==> src/msd_pkg.sv <==
// Shared constants and helpers for the Menger sponge distance pipeline.
// No dependencies.
package msd_pkg;

  localparam int unsigned COORD_W = 32;
  localparam int unsigned FRAC_W  = 24;
  localparam int unsigned FOLD_W  = 25;           // p*s modulo 2 keeps 25 bits
  localparam int unsigned EXC_W   = 31;           // |p| - 1 clamped at 0
  localparam int unsigned SUM_W   = 64;           // sum of three squares
  localparam int unsigned ROOT_W  = 32;           // one root bit per stage
  localparam int unsigned TERM_W  = 26;           // signed level term
  localparam int unsigned BOX_LAT = 3;
  localparam int unsigned LVL_LAT = 5;

  localparam logic [COORD_W-1:0] ONE_Q = COORD_W'(1) << FRAC_W;

  typedef logic [COORD_W-1:0] coord_t;
  typedef logic signed [TERM_W-1:0] term_t;

  // 3^n modulo 2^40, elaboration only
  function automatic longint unsigned pow3(input int unsigned n);
    longint unsigned acc;
    acc = 64'd1;
    for (int unsigned i = 0; i < n; i++) begin
      acc = (acc * 64'd3) & 64'hFF_FFFF_FFFF;
    end
    return acc;
  endfunction

endpackage

==> src/msd_isqrt.sv <==
// Pipelined floor square root, one root bit per stage.
// Depends on msd_pkg.
module msd_isqrt (
  input  logic                          clk_i,
  input  logic                          en_i,
  input  logic [msd_pkg::SUM_W-1:0]     rad_i,
  output logic [msd_pkg::ROOT_W-1:0]    root_o
);

  localparam int unsigned N     = msd_pkg::ROOT_W;
  localparam int unsigned REM_W = N + 4;

  logic [REM_W-1:0]          rem_q  [N];
  logic [N-1:0]              root_q [N];
  logic [msd_pkg::SUM_W-1:0] rad_q  [N];

  for (genvar g = 0; g < N; g++) begin : g_stage
    logic [REM_W-1:0]          rem_in, rem_sh, trial;
    logic [N-1:0]              root_in;
    logic [msd_pkg::SUM_W-1:0] rad_in;

    if (g == 0) begin : g_first
      assign rem_in  = '0;
      assign root_in = '0;
      assign rad_in  = rad_i;
    end else begin : g_next
      assign rem_in  = rem_q[g-1];
      assign root_in = root_q[g-1];
      assign rad_in  = rad_q[g-1];
    end

    // bring down the next two radicand bits
    assign rem_sh = {rem_in[REM_W-3:0], rad_in[msd_pkg::SUM_W-1 -: 2]};
    assign trial  = {2'b00, root_in, 2'b01};

    always_ff @(posedge clk_i) begin
      if (en_i) begin
        rad_q[g] <= rad_in << 2;
        if (rem_sh >= trial) begin
          rem_q[g]  <= rem_sh - trial;
          root_q[g] <= {root_in[N-2:0], 1'b1};
        end else begin
          rem_q[g]  <= rem_sh;
          root_q[g] <= {root_in[N-2:0], 1'b0};
        end
      end
    end
  end

  assign root_o = root_q[N-1];

endmodule

==> config.mk <==
export PLATFORM = sky130hd
export DESIGN_NAME = msd_isqrt
export DESIGN_NICKNAME = d
export VERILOG_FILES = /design/src/msd_pkg.sv /design/src/msd_isqrt.sv
export SDC_FILE = /design/constraint.sdc
export NUM_CORES = 2
export LEC_CHECK = 0
export BUFFER_PORTS_ARGS = -buffer_cell sky130_fd_sc_hd__buf_2
export CORE_UTILIZATION = 69
export DETAILED_ROUTE_END_ITERATION = 10
export GPL_ROUTABILITY_DRIVEN = 1
export PLACE_DENSITY = 0.86
export SLEW_MARGIN = 10
export SYNTH_ARGS = -nofsm -noshare
export SYNTH_HDL_FRONTEND = slang
export SYNTH_MEMORY_MAX_BITS = 65536
export SYNTH_SLANG_ARGS = --single-unit
==> constraint.sdc <==
create_clock -name clk_i -period 10.83 [get_ports clk_i]
set_input_delay 1.083 -clock clk_i [delete_from_list [all_inputs] [get_ports clk_i]]
set_output_delay 1.083 -clock clk_i [all_outputs]
set_load 0.005 [all_outputs]
Word-level counts from Yosys, hierarchy flattened
Memory sizes are Yosys's and may differ from the RTL's.
Index checks and enable logic that the tools add are counted.

word-level totals
  register bits = 0
  memory bits (writable) = 4160
  output and inout bits = 32
  bits of input ports = 66
  word-level logic and storage cells = 389
  memories kept = 3

memories
  memory  words  width  read ports  clocked after Yosys merged registers in  wr ports  line             source
  rad_q   32     62     31          0                                        32        msd_isqrt.sv:15  logic [msd_pkg::SUM_W-1:0] rad_q [N];
  rem_q   32     36     31          0                                        32        msd_isqrt.sv:13  logic [REM_W-1:0] rem_q [N];
  root_q  32     32     32          0                                        32        msd_isqrt.sv:14  logic [N-1:0] root_q [N];

operators by class
  bitwise operators = 64
  $add $sub $neg = 32
  order comparisons = 32
  muxes and demuxes = 258

operator list
  kind                                                  number
  two-way mux 36 bit                                    32
  >= comparator 36 x 34 -> 1 bit                        31
  subtractor 36 x 34 -> 36 bit                          31
  two-way mux 32 bit                                    32
  two-way mux 1 bit                                     194
  bitwise OR 1 bit                                      64
  subtractor 2 x 1 -> 3 bit (second input constant)     1
  >= comparator 2 x 1 -> 1 bit (second input constant)  1

Logic depth before layout (Yosys ltp)
An unclocked memory read counts as a cell.

  depth in word-level cells = 6
  depth in mapped cells = 14
  mapped depth without buffers = 13

Worst setup path before layout
Ideal clock, no wire load.

  path type = input-to-reg
  start = input en_i
  end = memory rem_q[1][360] in the netlist's numbering (enable)
  data arrival time = 4.011 ns
  setup time = 0.440 ns
  required time = 10.390 ns
  stages = 6
  slack = 6.379 ns
  buffers on the path = 6
  path through = clkbuf_1 clkbuf_1 clkbuf_1 clkbuf_1 clkbuf_1 clkbuf_1

RTL lines
  what                line             source
  start: declaration  msd_isqrt.sv:5   input logic en_i,
  end: declaration    msd_isqrt.sv:13

==> run summary <==
Setup Buffers After CTS -> 0
Slowest stage delay, CP -> 0.56 ns
Outcome -> complete, no violations
Number of synthesized flops with an enable pin -> 2,522
GRT overflow -> 0
Worst path cell trace -> ha_1, nor2b_1, o31ai_1, a211oi_1, or3_1, a221oi_2, o21a_1, a21o_1, buf_4, inv_1, and3b_1, xor2_1
Die area -> 173,000 sq um
Rows -> 151
Max Cap Viol -> 0
Mapped Area -> 118,000 sq um
Design area -> 129,000 sq um
Fin crit share -> 41.4%
Hold_ws -> 0.385 ns
Drt total wl -> 257,000 um
Pre-CTS WS -> 5.90 ns
Post-Place Cell Area -> 121,000 sq um
CP startpoint kind -> flop
Number of port buffers -> 97
CP endpoint kind -> flop
Tot Pwr -> 27.7 mW
Worst Hold Class -> input pin to flop
Post-synthesis sequential area ratio -> 63.9%
Number of global-route vias before repair -> 72,500
Initial DRC Count -> 7,360
Buffer and inverter count on the worst path -> 2
Slew @ Worst Pin -> 1.17 ns
Mapped Nets -> 9,881
Clk slew on worst S/H paths -> 0.06 ns
CTS tree -> yes
Worst setup margin -> 6.34 ns
Antenna viol nets, final -> 0
Initial Util -> 69.7%
Final slew viol count -> 0
Fin cells -> 11,900
RSZ-0062 raised after global routing -> no
Routing usage on met3 -> 3.73%
Placed insts -> 11,400
Finish-stage setup viols -> 0
Wire length per cell -> 21.7 um
Critical Path AT -> 5.10 ns
Grt peak-use layer -> met2
Clk buf depth -> 3
Core area -> 170,000 sq um
Leakage -> 49.2 nW
Die Span X -> 416 um
CTS resizes -> 0
I/O pin count -> 98
CP delay by family, top -> compound AO/OA/AOI/OAI gates
Fmax achieved -> 223 MHz
Synthesis warning total -> 0
Total GRT Usage -> 29.5%
Antenna violations before repair -> 3
Nets -> 10,100
CP max FO -> 46
Period minus WS final -> 4.49 ns
Post-synth top flop -> edfxtp_1
Critical path class -> flop to flop
Via count -> 74,000
Seq cells post-synth -> 2,523
End-of-flow core utilization -> 76.1%
HPWL after DPL -> 177,000 um
Clock latency on the worst-skew pair -> 0.87 ns
Peak VDD IR -> 0.194 mV
TNS Setup -> 0 ns
Synth cell types -> 100
Fill count -> 10,200
Number of buffers created by CTS -> 239
Mapped Avg Cell Area -> 12.8 sq um
Max_slew headroom -> 21.6%
First-pass GRT wire length -> 399,000 um
Die Y -> 416 um
Largest net degree at the start of global routing -> 196
Power per cell area -> 214 nW/um^2
Layout area overhead -> 9.16%
DR vias/cell -> 6.24
Initial DRT Pass Iterations -> 6
Share of cells above drive strength 1 -> 7.01%
Clock root buffer master -> clkbuf_16
Grt met1 use -> 37.3%
DRC viols -> 0
H-Tree Level Count -> 4
WP data required -> 11.44 ns
Fraction of registers with async set/reset -> 0%
Final Skew -> 0.0262 ns
Post-Syn Instances -> 9,252
GR Util met2 -> 51.7%
Final Hold Violating Endpoints -> 0
Hold buffers post-CTS -> 0
Critical path's slowest cell -> a221oi_2
Clk sink count -> 2,523
Placer Congestion -> 0.957
kinds of logic after synthesis:
family                     synth area share, %
AOI/OAI and AO/OA                         9.62
buffers and inverters                     2.96
DFF                                       63.9
adders and majority gates                 5.95
xor gates and xnor gates                  6.16
muxes                                    0.760
and+or+nand+nor                           10.6
layout by cell type (no fill, tap or decap), types with 42 or more instances in the layout:
| cell type | instances |
|---|---|
| o21ai_0 | 531 |
| or2_2 | 58 |
| xnor2_1 | 453 |
| edfxtp_1 | 2522 |
| nor2_1 | 492 |
| and3_1 | 48 |
| mux2_2 | 63 |
| and2_1 | 50 |
| xor2_1 | 381 |
| a21o_1 | 243 |
| a21oi_1 | 517 |
| nor3_1 | 228 |
| o21bai_1 | 49 |
| ha_1 | 563 |
| or3_1 | 112 |
| nor4_1 | 141 |
| or4_1 | 54 |
| nor2b_1 | 74 |
| clkbuf_16 | 242 |
| o31ai_1 | 44 |
| clkbuf_1 | 48 |
| buf_2 | 96 |
| a211oi_1 | 42 |
| o21a_1 | 115 |
| nand3_1 | 175 |
| nand4_1 | 94 |
| nand2b_1 | 119 |
| nand2_1 | 666 |
| inv_1 | 715 |
| a31oi_1 | 44 |
| clkinv_1 | 58 |
cell usage after synthesis, drive strengths merged, types with 36 or more instances:
cell type	count	area [sq um]
clkbuf	176	661
a31oi	44	275
ha	563	7040
o31ai	45	343
o21bai	49	368
inv	717	2690
a211oi	44	330
or4	56	428
or2	61	382
a21oi	518	2590
nand2	667	2510
or3	114	723
and3	48	300
nand2b	119	744
xnor2	453	3970
mux2	64	721
nor2	493	1850
nor4	144	928
o21a	115	863
o211ai	37	278
o21ai	549	2750
nand3b	36	270
nor3	235	1210
and2	51	319
nor2b	75	469
xor2	381	3340
edfxtp	2522	75700
a21o	243	1820
nand4	94	588
nand3	177	891
path summary, 6_finish.rpt:
path / end / cells past startpoint / slack, ns / startpoint
worst max-delay path: rem_q[1][425] / 12 / 6.34 / rem_q[1][360]
worst max register to register: rem_q[1][425] / 12 / 6.34 / rem_q[1][360]
worst min register to register: rad_q[0][798] / 0 / 0.41 / rad_q[0][734]
worst min-delay path: rad_q[0][36] / 1 / 0.39 / rad_i[36]
sequential cells by signal, summed over array words and instances, names as in the netlist:
name	flops
rad_q	992
rem_q	1003
root_q	528
layout make-up:
class | instances | area [sq um] | share of cell area, %
flip-flops and latches | 2523 | 75800 | 58.6
multi-input cells | 5801 | 39300 | 30.4
clock buffers | 290 | 6240 | 4.82
well taps | 2218 | 2780 | 2.15
inverters | 719 | 2700 | 2.09
clock inverters | 161 | 1600 | 1.24
repair buffers | 144 | 928 | 0.718
diodes | 1 | 2.50 | 0.00193
per-layer routing:
| layer | wire length [um] | share of wire [%] |
|---|---|---|
| met1 | 102000 | 39 |
| met2 | 131000 | 51 |
| met4 | 10200 | 4.0 |
| met5 | 13 | 0.0051 |
| met3 | 14500 | 5.6 |
report_power, final:
part           internal [mW]  total [mW]  switching, mW
sequential              12.4        13.3          0.935
clock                   4.75        8.40           3.66
combinational           2.50        6.00           3.50
Note: power is estimated with default switching activity, not from simulation.
