## src/msd_pkg.sv

```systemverilog
// Shared constants and helpers for the Menger sponge distance pipeline.
// No dependencies.
package msd_pkg;

  localparam int unsigned COORD_W = 32;
  localparam int unsigned FRAC_W  = 24;
  localparam int unsigned FOLD_W  = 25;           // p*s modulo 2 keeps 25 bits
  localparam int unsigned EXC_W   = 31;           // |p| - 1 clamped at 0
  localparam int unsigned SUM_W   = 64;           // sum of three squares
  localparam int unsigned ROOT_W  = 32;           // one root bit per stage
  localparam int unsigned TERM_W  = 26;           // signed level term
  localparam int unsigned BOX_LAT = 3;
  localparam int unsigned LVL_LAT = 5;

  localparam logic [COORD_W-1:0] ONE_Q = COORD_W'(1) << FRAC_W;

  typedef logic [COORD_W-1:0] coord_t;
  typedef logic signed [TERM_W-1:0] term_t;

  // 3^n modulo 2^40, elaboration only
  function automatic longint unsigned pow3(input int unsigned n);
    longint unsigned acc;
    acc = 64'd1;
    for (int unsigned i = 0; i < n; i++) begin
      acc = (acc * 64'd3) & 64'hFF_FFFF_FFFF;
    end
    return acc;
  endfunction

endpackage

```

## src/msd_level.sv

```systemverilog
// One sponge level: fold, cross term, exact divide by 3^(k+1) (five stages).
// Depends on msd_pkg.
module msd_level #(
  parameter int unsigned K = 0
) (
  input  logic            clk_i,
  input  logic            en_i,
  input  msd_pkg::coord_t px_i,
  input  msd_pkg::coord_t py_i,
  input  msd_pkg::coord_t pz_i,
  output msd_pkg::term_t  term_o
);

  localparam int unsigned FW = msd_pkg::FOLD_W;
  localparam longint unsigned SCALE = msd_pkg::pow3(K) & ((64'd1 << FW) - 1);
  localparam longint unsigned D     = msd_pkg::pow3(K + 1);
  // reciprocal exact for numerators below 2^FW
  localparam int unsigned     SH    = FW + $clog2(D);
  localparam longint unsigned M     = ((64'd1 << SH) + D - 1) / D;
  localparam int unsigned     MW    = FW + 1;

  localparam logic [FW-1:0] ONE_F = FW'(1) << msd_pkg::FRAC_W;

  msd_pkg::coord_t crd [3];
  logic [FW-1:0]   fold_q [3];
  logic [FW:0]     r_q    [3];
  logic [FW-1:0]   num_q;
  logic            neg_q, neg2_q;
  logic [FW+MW-1:0] prod_q;
  msd_pkg::term_t  term_q;
  logic [FW:0]     r_d [3];
  logic [FW:0]     mn_d;
  logic [FW-1:0]   quo;

  assign crd[0] = px_i;
  assign crd[1] = py_i;
  assign crd[2] = pz_i;

  always_comb begin
    for (int i = 0; i < 3; i++) begin
      logic [FW-1:0] aa;
      logic [FW+1:0] t3;
      aa = (fold_q[i] >= ONE_F) ? (fold_q[i] - ONE_F) : (ONE_F - fold_q[i]);
      t3 = (FW+2)'(aa) + ((FW+2)'(aa) << 1);
      r_d[i] = (t3 >= (FW+2)'(ONE_F)) ? (FW+1)'(t3 - (FW+2)'(ONE_F))
                                      : (FW+1)'((FW+2)'(ONE_F) - t3);
    end
  end

  function automatic logic [FW:0] mx(input logic [FW:0] a, input logic [FW:0] b);
    return (a > b) ? a : b;
  endfunction

  function automatic logic [FW:0] mi(input logic [FW:0] a, input logic [FW:0] b);
    return (a < b) ? a : b;
  endfunction

  assign mn_d = mi(mx(r_q[0], r_q[1]), mi(mx(r_q[1], r_q[2]), mx(r_q[2], r_q[0])));
  assign quo  = FW'(prod_q >> SH);

  always_ff @(posedge clk_i) begin
    if (en_i) begin
      for (int i = 0; i < 3; i++) begin
        fold_q[i] <= FW'(crd[i][FW-1:0] * FW'(SCALE));
        r_q[i]    <= r_d[i];
      end
      neg_q  <= mn_d < (FW+1)'(ONE_F);
      num_q  <= (mn_d < (FW+1)'(ONE_F)) ? FW'((FW+1)'(ONE_F) - mn_d)
                                        : FW'(mn_d - (FW+1)'(ONE_F));
      neg2_q <= neg_q;
      prod_q <= num_q * MW'(M);
      term_q <= neg2_q ? -msd_pkg::term_t'(quo) : msd_pkg::term_t'(quo);
    end
  end

  assign term_o = term_q;

endmodule

```

## config.mk

```make
export PLATFORM = sky130hd
export DESIGN_NAME = msd_level
export DESIGN_NICKNAME = d
export VERILOG_FILES = /design/src/msd_pkg.sv /design/src/msd_level.sv
export SDC_FILE = /design/constraint.sdc
export NUM_CORES = 1
export LEC_CHECK = 0
export BUFFER_PORTS_ARGS = -buffer_cell sky130_fd_sc_hd__buf_2
export CELL_PAD_IN_SITES_DETAIL_PLACEMENT = 0
export CELL_PAD_IN_SITES_GLOBAL_PLACEMENT = 1
export CORE_ASPECT_RATIO = 1.5
export CORE_MARGIN = 10
export CORE_UTILIZATION = 54
export DETAILED_ROUTE_END_ITERATION = 16
export PLACE_DENSITY_LB_ADDON = 0.1
export SYNTH_ARGS = -nofsm -noshare
export SYNTH_HDL_FRONTEND = slang
export SYNTH_SLANG_ARGS = --single-unit
```

## constraint.sdc

```tcl
create_clock -name clk_i -period 17.1 [get_ports clk_i]
set_input_delay 2.565 -clock clk_i [delete_from_list [all_inputs] [get_ports clk_i]]
set_output_delay 2.565 -clock clk_i [all_outputs]
set_load 0.05 [all_outputs]
```

**Word level (Yosys, flattened, before mapping)**

Memory sizes are Yosys's and may differ from the RTL's.
Index checks and enable logic that the tools add are counted.

- Memories kept: 2
- Register bits after elaboration: 104
- Word-level logic and storage cells: 54
- RAM bits: 153

- Multipliers: 1
- Add/sub/neg operators: 18
- Muxes and demuxes: 15
- Order comparisons: 12

Memory list:

| memory | words | bits a word | rd ports | clocked after memory_dff | write ports | line | RTL |
|---|---|---|---|---|---|---|---|
| r_q | 3 | 26 | 3 | 0 | 3 | msd_level.sv:26 | `logic [FW:0] r_q [3];` |
| fold_q | 3 | 25 | 3 | 0 | 3 | msd_level.sv:25 | `logic [FW-1:0] fold_q [3];` |

Operators with widths:

| operator | number |
|---|---|
| 26-bit two-way mux | 8 |
| 25-bit two-way mux | 4 |
| 25-bit subtractor (first input constant) | 4 |
| 25-bit subtractor (second input constant) | 4 |
| 25-bit by 26-bit adder with 27-bit output | 3 |
| 27-bit by 25-bit greater-or-equal comparator with 1-bit output (second input constant) | 3 |
| 26-bit greater-than comparator | 3 |
| 25-bit by 26-bit subtractor with 26-bit output (first input constant) | 3 |
| 26-bit by 25-bit subtractor with 26-bit output (second input constant) | 3 |
| 25-bit greater-or-equal comparator (second input constant) | 3 |
| 26-bit less-than comparator | 2 |
| 25-bit by 26-bit multiplier with 51-bit output (second input constant) | 1 |
| 26-bit by 25-bit less-than comparator with 1-bit output (second input constant) | 1 |
| 24-bit negation with 26-bit output | 1 |
| 24-bit two-way mux | 1 |
| 1-bit two-way mux | 2 |

**Longest topological paths before layout**

Gate-level depths: netlist (run 1).
An unclocked memory read counts as a cell.

- Depth after elaboration: 9
- Gate-level depth with buffers: 52
- Depth with buffers taken out: 41

**Worst setup path after synthesis (run 1)**

No wires, ideal clock.

- Kind: register to register
- From: mem r_q[0][57] (netlist name)
- To: reg num_q[24] (data pin)
- Cell stages (with the launch flop): 49
- Clock period less this slack: 9.609 ns
- Setup slack: 7.491 ns
- Data arrival time: 9.352 ns
- Required time: 16.843 ns
- Path through: edfxtp_1 -> inv_1 -> ha_1 -> a21oi_1 -> o21ai_0 -> a2111oi_1 -> o211ai_2 -> nand2_2 -> clkbuf_1 -> clkbuf_1 -> clkbuf_1 -> nor2_1 -> a21oi_1 -> inv_1 -> ha_1 -> a21o_1 -> a21o_1 -> a21o_1 -> [13 not listed] -> a21o_1 -> a21o_1 -> a21o_1 -> a21o_1 -> a221oi_1 -> and3_1 -> a31o_2 -> buf_4 -> buf_4 -> buf_2 -> mux2_2 -> ha_1 -> and3_1 -> and2_1 -> nand3_1 -> o41a_1 -> o21ai_1 -> a32o_1

RTL lines:

| item | line | RTL |
|---|---|---|
| start, declared | msd_level.sv:26 |  |
| end signal, assigned | msd_level.sv:68 | `num_q <= (mn_d < (FW+1)'(ONE_F)) ? FW'((FW+1)'(ONE_F) - mn_d)` |
| end, declared | msd_level.sv:27 | `logic [FW-1:0] num_q;` |

==> impl_metrics.yaml, run 1 <==
status:
  outcome: "complete, no violations"
die:
  die_area_mm2: 0.06082
  chipWidth_um: 204.7
  start_util_pct: 54.55
  floorplan.core_area_mm2: 0.05067
  die_height_um: 297.1
  num_io_pins: 124
  placement_rows: 101
placed_design:
  hpwlAfterDp_um: 62950
  io_buffer_count: 102
  gp_congestion: 0.9538
  numPlacedInstances: 3669
min_path:
  hold_path.startpoint: "neg_q"
  worstHoldPathType: "register to register"
  worst_hold_path.num_cells: 0
  hold_end: "neg2_q"
synthesis:
  net_count_of_the_mapped_netlist: 3624
  synth_cells: 2940
  netlist.area_leader.share_pct: 24.99
  synth.top_cells.by_count: "412 x sky130_fd_sc_hd__ha_1, 406 x sky130_fd_sc_hd__inv_1, 230 x sky130_fd_sc_hd__edfxtp_1, 196 x sky130_fd_sc_hd__nor2_1, 188 x sky130_fd_sc_hd__nand2_1"
  synthesized_cell_area_mm2: 0.02764
  synth-seq-area-share_pct: 24.99
  synthTopCellsByArea: "sky130_fd_sc_hd__edfxtp_1 25%, sky130_fd_sc_hd__ha_1 19%, sky130_fd_sc_hd__fa_1 13%"
  synth.distinct_cells: 92
  avg_synthesized_cell_area_um2: 9.402
  netlist.top_cell.by_area: "sky130_fd_sc_hd__edfxtp_1"
  number_of_synthesized_flops_with_an_enable_pin: 230
  postSynth.topFlopCell: "sky130_fd_sc_hd__edfxtp_1"
  most_frequently_used_cell_type_in_the_post_synthesis_netlist: "sky130_fd_sc_hd__ha_1"
  number_of_synthesized_register_bits: 230
  yosys_warnings: 0
  postSynth.asyncResetShare_pct: 0
setup_path:
  worstReg2RegStart: "r_q[0][57]"
  category_of_the_most_critical_setup_path: "register to register"
  required_ps: 17410
  worst_path_most_repeated_cell: "sky130_fd_sc_hd__a21o_1"
  worstSetupEndpointType: "register"
  critical_path_peak_fanout: 83
  cp_slowest_cell: "sky130_fd_sc_hd__a2111oi_1"
  setup.reg_to_reg.worst_slack_ps: 5930
  worstReg2RegEnd: "num_q[24]"
  reg2regPathDepth: 42
  start_kind: "register"
  slowest_delay_ps: 750
  critical_path_arrival_ps: 11480
route:
  drt_wl_total_um: 73020
  drcViolationCount: 0
  vias: 21220
  detailedRoute.firstPassIterationCount: 5
  drt_iter0_markers: 889
  wire_per_inst_um: 19.66
  drt.antenna.violating_nets: 0
  routed_via_density: 5.711
clock_network:
  numCtsBuffers: 25
  cts-root-to-sink-buffers: 3
  clkLatencyLatePin_ps: 580
  cts-hold-fix-buffers: 0
  tritoncts: "yes"
  quantity_of_gates_resized_following_cts: 0
  path_clk_slew_ps: 60
  cts.root.buffer_cell: "sky130_fd_sc_hd__clkbuf_16"
  clock_tree.htree_level_count: 1
  clock-sinks: 230
  post-cts-setup-buffers: 0
sta:
  skew_ps: 26.31
  timing_max_transition_violations_final: 0
  timing.final.setup_violations: 0
  grt_setup_unrepaired: "no"
  max_freq_mhz: 89.55
  layout_min_cycle_time_ps: 11170
  max_slew_margin_pct: 32.53
  timing.final.hold_violations: 0
  worst_slew_pin_slew_ps: 1006
  finalCritPeriodShare_pct: 65.30
  setup-tns-final_ps: 0
global_route:
  grt.total_usage_pct: 23.87
  grt_overflow: 0
  grt_pass1_wl_um: 115200
  grt_pass1_vias: 21910
  grt_antenna_before_repair: 0
  grt_start_max_net_pins: 96
cells_and_area:
  non_filler_instance_count_after_layout: 3715
  nFillCells: 4414
  total_area_of_sequential_cells_mm2: 0.006907
  insertedDiodeCount: 0
  syn2layout_area_growth_pct: 7.537
  post_route_cells_drive_above_1_share_pct: 6.632
  layout.nets: 3711
  footprint_of_the_multi_input_gates_mm2: 0.01899
job:
  drv.max_cap_violation_count: 0
[flip-flops by register name, summed over array words and instances (netlist names)]
signal,flops
num_q,25
prod_q,24
r_q,78
neg_q,1
neg2_q,1
term_o,26
fold_q,75
[worst max path at each step]
stage                          start         to
final                     r_q[0][57]  num_q[24]
after global placement    r_q[0][57]  num_q[24]
after global routing      r_q[0][57]  num_q[24]
after CTS                 r_q[0][57]  num_q[24]
after detailed placement  r_q[0][57]  num_q[24]
after floorplan           r_q[0][57]  num_q[24]
[cell usage in the layout (no fill, tap or decap), types with 29 or more instances in the layout]
cell type,instances
sky130_fd_sc_hd__ha_1,412
sky130_fd_sc_hd__o21a_1,29
sky130_fd_sc_hd__nand4_1,34
sky130_fd_sc_hd__nor4_1,30
sky130_fd_sc_hd__buf_2,101
sky130_fd_sc_hd__nand3_1,44
sky130_fd_sc_hd__xnor2_1,167
sky130_fd_sc_hd__nor2_1,196
sky130_fd_sc_hd__xor2_1,91
sky130_fd_sc_hd__a31oi_1,30
sky130_fd_sc_hd__a21o_1,61
sky130_fd_sc_hd__inv_1,406
sky130_fd_sc_hd__edfxtp_1,230
sky130_fd_sc_hd__o21ai_0,146
sky130_fd_sc_hd__a21oi_1,186
sky130_fd_sc_hd__nor3_1,75
sky130_fd_sc_hd__fa_1,174
sky130_fd_sc_hd__nand2b_1,29
sky130_fd_sc_hd__nand2_1,188
[layout make-up]
type                            instances  area share [%]
Multi-Input combinational cell       2250           63.87
Tap cell                              669           2.816
Sequential cell                       230           23.24
Inverter                              407           5.140
Timing Repair Buffer                  113           2.029
Clock inverter                         17          0.7535
Clock buffer                           29           2.155
[per-stage QoR]
stage	hold WS, ps	area (µm²)	util, %	worst slack [ps]
2_1_floorplan	400.3	27640	-	7491
3_3_place_gp	403.0	28860	56.95	6018
3_5_place_dp	406.2	28860	56.95	5888
4_1_cts	420.0	29720	58.66	5868
5_1_grt	428.1	29720	58.66	5243
6_report	423.4	29720	58.66	5933
[logic make-up (layout without fill, tap and decap cells)]
kind of cell / count (synthesis) / count (layout) / share of synthesized area, %
xor+xnor: 258 / 258 / 8.175
mux: 44 / 44 / 1.670
simple gates: 741 / 741 / 13.20
buf+inv: 460 / 566 / 6.423
flops: 230 / 230 / 24.99
compound gates: 621 / 621 / 14.29
fa+ha+maj: 586 / 586 / 31.25
[worst max-delay path: cells and delay by family, from the launching register on]
family,cells,cell delay [ps]
adder cells (fa/ha/maj),4,1220
multiplexers,1,450
AND/OR/NAND/NOR,7,1560
flip-flops,1,570
buffers and inverters,4,1160
AO/OA/AOI/OAI,26,5900
[layer usage]
layer  GRT usage (%)  wire, µm
met5               0         0
met1           23.72     26140
met4           13.57      4710
met3           2.016      1836
met2           46.59     40340
Power of run 1 is left out: the tool's default activity adds up to more than one toggle a clock period on the data nets, which glitch-free logic cannot reach.
==> inputs of run 2 (changes only) <==
--- a/config.mk
+++ b/config.mk
@@ -5,12 +5,13 @@
 export SDC_FILE = /design/constraint.sdc
 export NUM_CORES = 1
 export LEC_CHECK = 0
+export ABC_AREA = 1
 export BUFFER_PORTS_ARGS = -buffer_cell sky130_fd_sc_hd__buf_2
 export CELL_PAD_IN_SITES_DETAIL_PLACEMENT = 0
 export CELL_PAD_IN_SITES_GLOBAL_PLACEMENT = 1
 export CORE_ASPECT_RATIO = 1.5
 export CORE_MARGIN = 10
-export CORE_UTILIZATION = 54
+export CORE_UTILIZATION = 45
 export DETAILED_ROUTE_END_ITERATION = 16
 export PLACE_DENSITY_LB_ADDON = 0.1
 export SYNTH_ARGS = -nofsm -noshare
==> constraint.sdc (replaced) <==
create_clock -name clk_i -period 8.95 [get_ports clk_i]
set_input_delay 1.3425 -clock clk_i [delete_from_list [all_inputs] [get_ports clk_i]]
set_output_delay 1.3425 -clock clk_i [all_outputs]
set_load 0.05 [all_outputs]
==> impl_metrics.yaml, run 2 <==
status:
  outcome: "complete, no violations"
sta:
  timing.final.setup_violations: 0
  worst_slew_pin_slew_ps: 1008
  max_slew_margin_pct: 32.21
  setup-tns-final_ps: 0
  grt_setup_unrepaired: "no"
  timing.final.hold_violations: 0
  skew_ps: 20.22
  layout_min_cycle_time_ps: 7915
  finalCritPeriodShare_pct: 88.43
  timing_max_transition_violations_final: 0
  max_freq_mhz: 126.3
cells_and_area:
  nFillCells: 5857
  insertedDiodeCount: 0
  non_filler_instance_count_after_layout: 4146
  syn2layout_area_growth_pct: 8.439
  mostFrequentLayoutCell: "sky130_fd_sc_hd__nand2_1"
  largest_register_ff_count: 78
  final_cell_area_mm2: 0.02984
  largest-register: "r_q"
  layout_common_cells: "580 x sky130_fd_sc_hd__nand2_1, 573 x sky130_fd_sc_hd__inv_1, 412 x sky130_fd_sc_hd__ha_1, 230 x sky130_fd_sc_hd__edfxtp_1, 206 x sky130_fd_sc_hd__nor2_1"
  layout.nets: 4020
  utilization_pct: 49.06
  post_route_cells_drive_above_1_share_pct: 7.303
synthesis:
  synth-seq-area-share_pct: 25.10
  netlist.top_cell.by_area: "sky130_fd_sc_hd__edfxtp_1"
  synth.distinct_cells: 63
  synthTopCellsByArea: "sky130_fd_sc_hd__edfxtp_1 25%, sky130_fd_sc_hd__ha_1 19%, sky130_fd_sc_hd__fa_1 13%"
  postSynth.topFlopCell: "sky130_fd_sc_hd__edfxtp_1"
  yosys_warnings: 0
  synth.top_cells.by_count: "581 x sky130_fd_sc_hd__nand2_1, 573 x sky130_fd_sc_hd__inv_1, 412 x sky130_fd_sc_hd__ha_1, 230 x sky130_fd_sc_hd__edfxtp_1, 206 x sky130_fd_sc_hd__nor2_1"
  postSynth.asyncResetShare_pct: 0
  most_frequently_used_cell_type_in_the_post_synthesis_netlist: "sky130_fd_sc_hd__nand2_1"
  synth_cells: 3224
  number_of_synthesized_register_bits: 230
  avg_synthesized_cell_area_um2: 8.536
  synthesized_cell_area_mm2: 0.02752
  netlist.area_leader.share_pct: 25.10
  net_count_of_the_mapped_netlist: 3908
  number_of_synthesized_flops_with_an_enable_pin: 230
clock_network:
  clock-sinks: 230
  post-cts-setup-buffers: 0
  tritoncts: "yes"
  clkLatencyLatePin_ps: 590
  numCtsBuffers: 25
  cts.root.buffer_cell: "sky130_fd_sc_hd__clkbuf_16"
  cts-hold-fix-buffers: 0
  clock_tree.htree_level_count: 1
  quantity_of_gates_resized_following_cts: 0
  path_clk_slew_ps: 60
  cts-root-to-sink-buffers: 3
route:
  routed_via_density: 5.047
  drt.antenna.violating_nets: 0
  drt_wl_total_um: 68330
  wire_per_inst_um: 16.48
  drcViolationCount: 0
  drt_iter0_markers: 834
  vias: 20920
  detailedRoute.firstPassIterationCount: 6
setup_path:
  critical_path_arrival_ps: 8260
  reg2regPathDepth: 39
  worst_path_most_repeated_cell: "sky130_fd_sc_hd__nand2_1"
  start_kind: "register"
  slowest_delay_ps: 620
  category_of_the_most_critical_setup_path: "register to register"
  worstReg2RegStart: "r_q[0][66]"
  required_ps: 9290
  cp_slowest_cell: "sky130_fd_sc_hd__or4_1"
  worstSetupStartpoint: "r_q[0][66]"
  worstSetupEndpointType: "register"
  critical_path_peak_fanout: 28
die:
  chipWidth_um: 221.9
  start_util_pct: 45.24
  die_area_mm2: 0.07165
  num_io_pins: 124
  floorplan.core_area_mm2: 0.06083
  placement_rows: 111
  die_height_um: 322.9
global_route:
  grt_pass1_wl_um: 110500
  grt_antenna_before_repair: 0
  grt_pass1_vias: 22360
  grt.total_usage_pct: 19.08
  grt_start_max_net_pins: 84
  grt_overflow: 0
min_path:
  hold_path.startpoint: "neg_q"
  worstHoldPathType: "register to register"
  worst_hold_path.num_cells: 0
placed_design:
  io_buffer_count: 102
  gp_congestion: 0.9143
  placed_area_mm2: 0.02902
  hpwlAfterDp_um: 59630
  numPlacedInstances: 4100
job:
  drv.max_cap_violation_count: 0
run 2: cell count changes after synthesis, moves of 29 or more:
cell and delta:
sky130_fd_sc_hd__nand2_1 +393, sky130_fd_sc_hd__o21ai_0 +34, sky130_fd_sc_hd__xor2_1 +82, sky130_fd_sc_hd__inv_1 +167
sky130_fd_sc_hd__a21o_1 -54, sky130_fd_sc_hd__nand2b_1 -29, sky130_fd_sc_hd__nand3_1 +37, sky130_fd_sc_hd__xnor2_1 -82
run 2: cell type report:
| cell class | count | area (µm²) | share of cell area [%] |
|---|---|---|---|
| clock inverter | 18 | 187.7 | 0.6289 |
| multi-input combinational | 2371 | 18220 | 61.04 |
| inverter | 580 | 2177 | 7.296 |
| clock buffer | 28 | 636.9 | 2.134 |
| timing repair buffer | 128 | 728.2 | 2.440 |
| tap | 791 | 989.7 | 3.317 |
| sequential | 230 | 6907 | 23.14 |
run 2: metrics by stage:
stage | hold WS, ps | setup WS (ps)
after detailed placement | 406.6 | 961.7
final | 418.8 | 1035
after global placement | 402.0 | 1062
after floorplan | 400.3 | 2322
after global routing | 427.5 | 474.6
after CTS | 420.9 | 939.9
run 2: worst paths after layout:
kind                            slack (ps)        end
worst max-delay path                  1040  num_q[18]
worst min-delay path                   420     neg2_q
worst max register to register        1040  num_q[18]
worst min register to register         420     neg2_q
run 2: cells by family (layout without fill, tap and decap cells):
| logic type | Yosys count | count (layout) | synth area share (%) |
|---|---|---|---|
| flops | 230 | 230 | 25.10 |
| compound gates | 455 | 455 | 9.184 |
| buf+inv | 623 | 754 | 8.734 |
| simple gates | 1072 | 1072 | 17.38 |
| xor+xnor | 258 | 258 | 8.211 |
| fa+ha+maj | 586 | 586 | 31.39 |
run 2: metal layers:
layer  wire (µm)  up-vias  GRT usage, %
li1            -    10820             -
met1       24130     9733         17.51
met2       38890      257         39.88
met3        1480      113         1.861
met4        3830        0         9.877
met5           0        -             0
run 2: critical path: cells and delay by family, from the launching register on:
family / cells / cell delay [ps]
AOI/OAI and AO/OA: 8 / 1680
DFF: 1 / 580
adders and majority gates: 4 / 1190
buffers and inverters: 4 / 770
and+or+nand+nor: 23 / 3420
Power of run 2 is left out for the same reason.
==> inputs of run 3 (changes only) <==
--- a/config.mk
+++ b/config.mk
@@ -7,13 +7,11 @@
 export LEC_CHECK = 0
 export ABC_AREA = 1
 export BUFFER_PORTS_ARGS = -buffer_cell sky130_fd_sc_hd__buf_2
-export CELL_PAD_IN_SITES_DETAIL_PLACEMENT = 0
-export CELL_PAD_IN_SITES_GLOBAL_PLACEMENT = 1
 export CORE_ASPECT_RATIO = 1.5
 export CORE_MARGIN = 10
-export CORE_UTILIZATION = 45
+export CORE_UTILIZATION = 58
 export DETAILED_ROUTE_END_ITERATION = 16
-export PLACE_DENSITY_LB_ADDON = 0.1
+export PLACE_DENSITY = 0.79
 export SYNTH_ARGS = -nofsm -noshare
 export SYNTH_HDL_FRONTEND = slang
 export SYNTH_SLANG_ARGS = --single-unit
==> impl_metrics.yaml, run 3 (same netlist as run 2, synthesis figures left out) <==
status:
  outcome: "complete, no violations"
sta:
  skew_ps: 39.49
  layout_min_cycle_time_ps: 7955
  timing.final.setup_violations: 0
  timing_max_transition_violations_final: 0
  timing.final.hold_violations: 0
  setup-tns-final_ps: 0
  max_freq_mhz: 125.7
  finalCritPeriodShare_pct: 88.88
  grt_setup_unrepaired: "no"
  max_slew_margin_pct: 33.20
  worst_slew_pin_slew_ps: 999.8
clock_network:
  cts-root-to-sink-buffers: 3
  post-cts-setup-buffers: 0
  clock-sinks: 230
  clkLatencyLatePin_ps: 580
  numCtsBuffers: 25
  clock_tree.htree_level_count: 1
  cts-hold-fix-buffers: 0
  path_clk_slew_ps: 70
  quantity_of_gates_resized_following_cts: 0
  tritoncts: "yes"
  cts.root.buffer_cell: "sky130_fd_sc_hd__clkbuf_16"
min_path:
  worst_hold_path.num_cells: 0
  worstHoldPathType: "register to register"
cells_and_area:
  insertedDiodeCount: 0
  largest_register_ff_count: 78
  nFillCells: 3895
  syn2layout_area_growth_pct: 7.129
  mostFrequentLayoutCell: "sky130_fd_sc_hd__nand2_1"
  layout_common_cells: "581 x sky130_fd_sc_hd__nand2_1, 573 x sky130_fd_sc_hd__inv_1, 412 x sky130_fd_sc_hd__ha_1, 230 x sky130_fd_sc_hd__edfxtp_1, 206 x sky130_fd_sc_hd__nor2_1"
  largest-register: "r_q"
  layout.nets: 4003
  post_route_cells_drive_above_1_share_pct: 6.741
setup_path:
  cp_slowest_cell: "sky130_fd_sc_hd__or4_1"
  start_kind: "register"
  required_ps: 9290
  worstSetupEndpointType: "register"
  slowest_delay_ps: 670
  timing.critical_path.buf_inv: 4
  critical_path_depth: 37
  critical_path_arrival_ps: 8290
  setup.reg_to_reg.worst_slack_ps: 1000
  critical_path_peak_fanout: 36
  critical-path-top-delay-family: "simple AND/OR/NAND/NOR gates"
  category_of_the_most_critical_setup_path: "register to register"
  reg2regPathDepth: 37
  worst_path_most_repeated_cell: "sky130_fd_sc_hd__nand2_1"
die:
  floorplan.core_area_mm2: 0.04685
  chipWidth_um: 197.9
  die_area_mm2: 0.05674
  start_util_pct: 58.74
  placement_rows: 97
  num_io_pins: 124
  die_height_um: 286.8
route:
  drt.antenna.violating_nets: 0
  detailedRoute.firstPassIterationCount: 5
  drt_iter0_markers: 779
  routed_via_density: 5.331
  vias: 20960
  drt_wl_total_um: 59500
  drcViolationCount: 0
  wire_per_inst_um: 15.13
global_route:
  grt_pass1_wl_um: 98820
  grt_antenna_before_repair: 0
  grt_overflow: 0
  grt.total_usage_pct: 21.33
  grt_pass1_vias: 21240
  grt_start_max_net_pins: 123
placed_design:
  io_buffer_count: 102
  gp_congestion: 0.9841
  hpwlAfterDp_um: 51190
job:
  drv.max_cap_violation_count: 0
[run 3: cell types whose count changed in the layout (fill, tap and decap cells not counted)]
cell                         delta
sky130_fd_sc_hd__buf_4         -17
sky130_fd_sc_hd__bufinv_16      +1
sky130_fd_sc_hd__clkinv_2       -1
sky130_fd_sc_hd__inv_6          -1
sky130_fd_sc_hd__clkbuf_1       +2
sky130_fd_sc_hd__nand2_2        -1
sky130_fd_sc_hd__nand2_1        +1
sky130_fd_sc_hd__clkinvlp_4     -1
[run 3: metrics by stage]
step / worst slack (ps) / hold WS (ps) / util [%] / cell area [µm²] / cells
6_report: 995.4 / 449.2 / 62.93 / 29480 / 3932
5_1_grt: 539.1 / 453.2 / 62.93 / 29480 / 3932
4_1_cts: 1122 / 438.9 / 62.93 / 29480 / 3932
3_5_place_dp: 1150 / 425.0 / 61.13 / 28640 / 3886
3_3_place_gp: 1280 / 401.0 / 61.13 / 28640 / 3886
2_1_floorplan: 2322 / 400.3 / - / 27520 / 3224
[run 3: cell type report]
cell class | instances | area, µm² | area share [%]
clock buffer | 30 | 644.4 | 2.186
sequential | 230 | 6907 | 23.43
tap | 594 | 743.2 | 2.521
inverter | 580 | 2177 | 7.385
multi-input combinational | 2371 | 18210 | 61.78
timing repair buffer | 111 | 600.6 | 2.037
clock inverter | 16 | 196.4 | 0.6663
[run 3: worst paths after layout]
check             startpoint   endpoint
setup / recovery  r_q[0][19]  num_q[24]
hold / removal         neg_q     neg2_q
setup reg to reg  r_q[0][19]  num_q[24]
hold reg to reg        neg_q     neg2_q
[run 3: layer usage]
| layer | routed length, µm | track usage, % | vias up |
|---|---|---|---|
| met5 | 0 | 0 | - |
| met4 | 4656 | 15.13 | 0 |
| met3 | 1423 | 1.968 | 154 |
| met2 | 31850 | 41.08 | 334 |
| met1 | 21570 | 20.69 | 9666 |
| li1 | - | - | 10810 |
Power of run 3 is left out for the same reason.
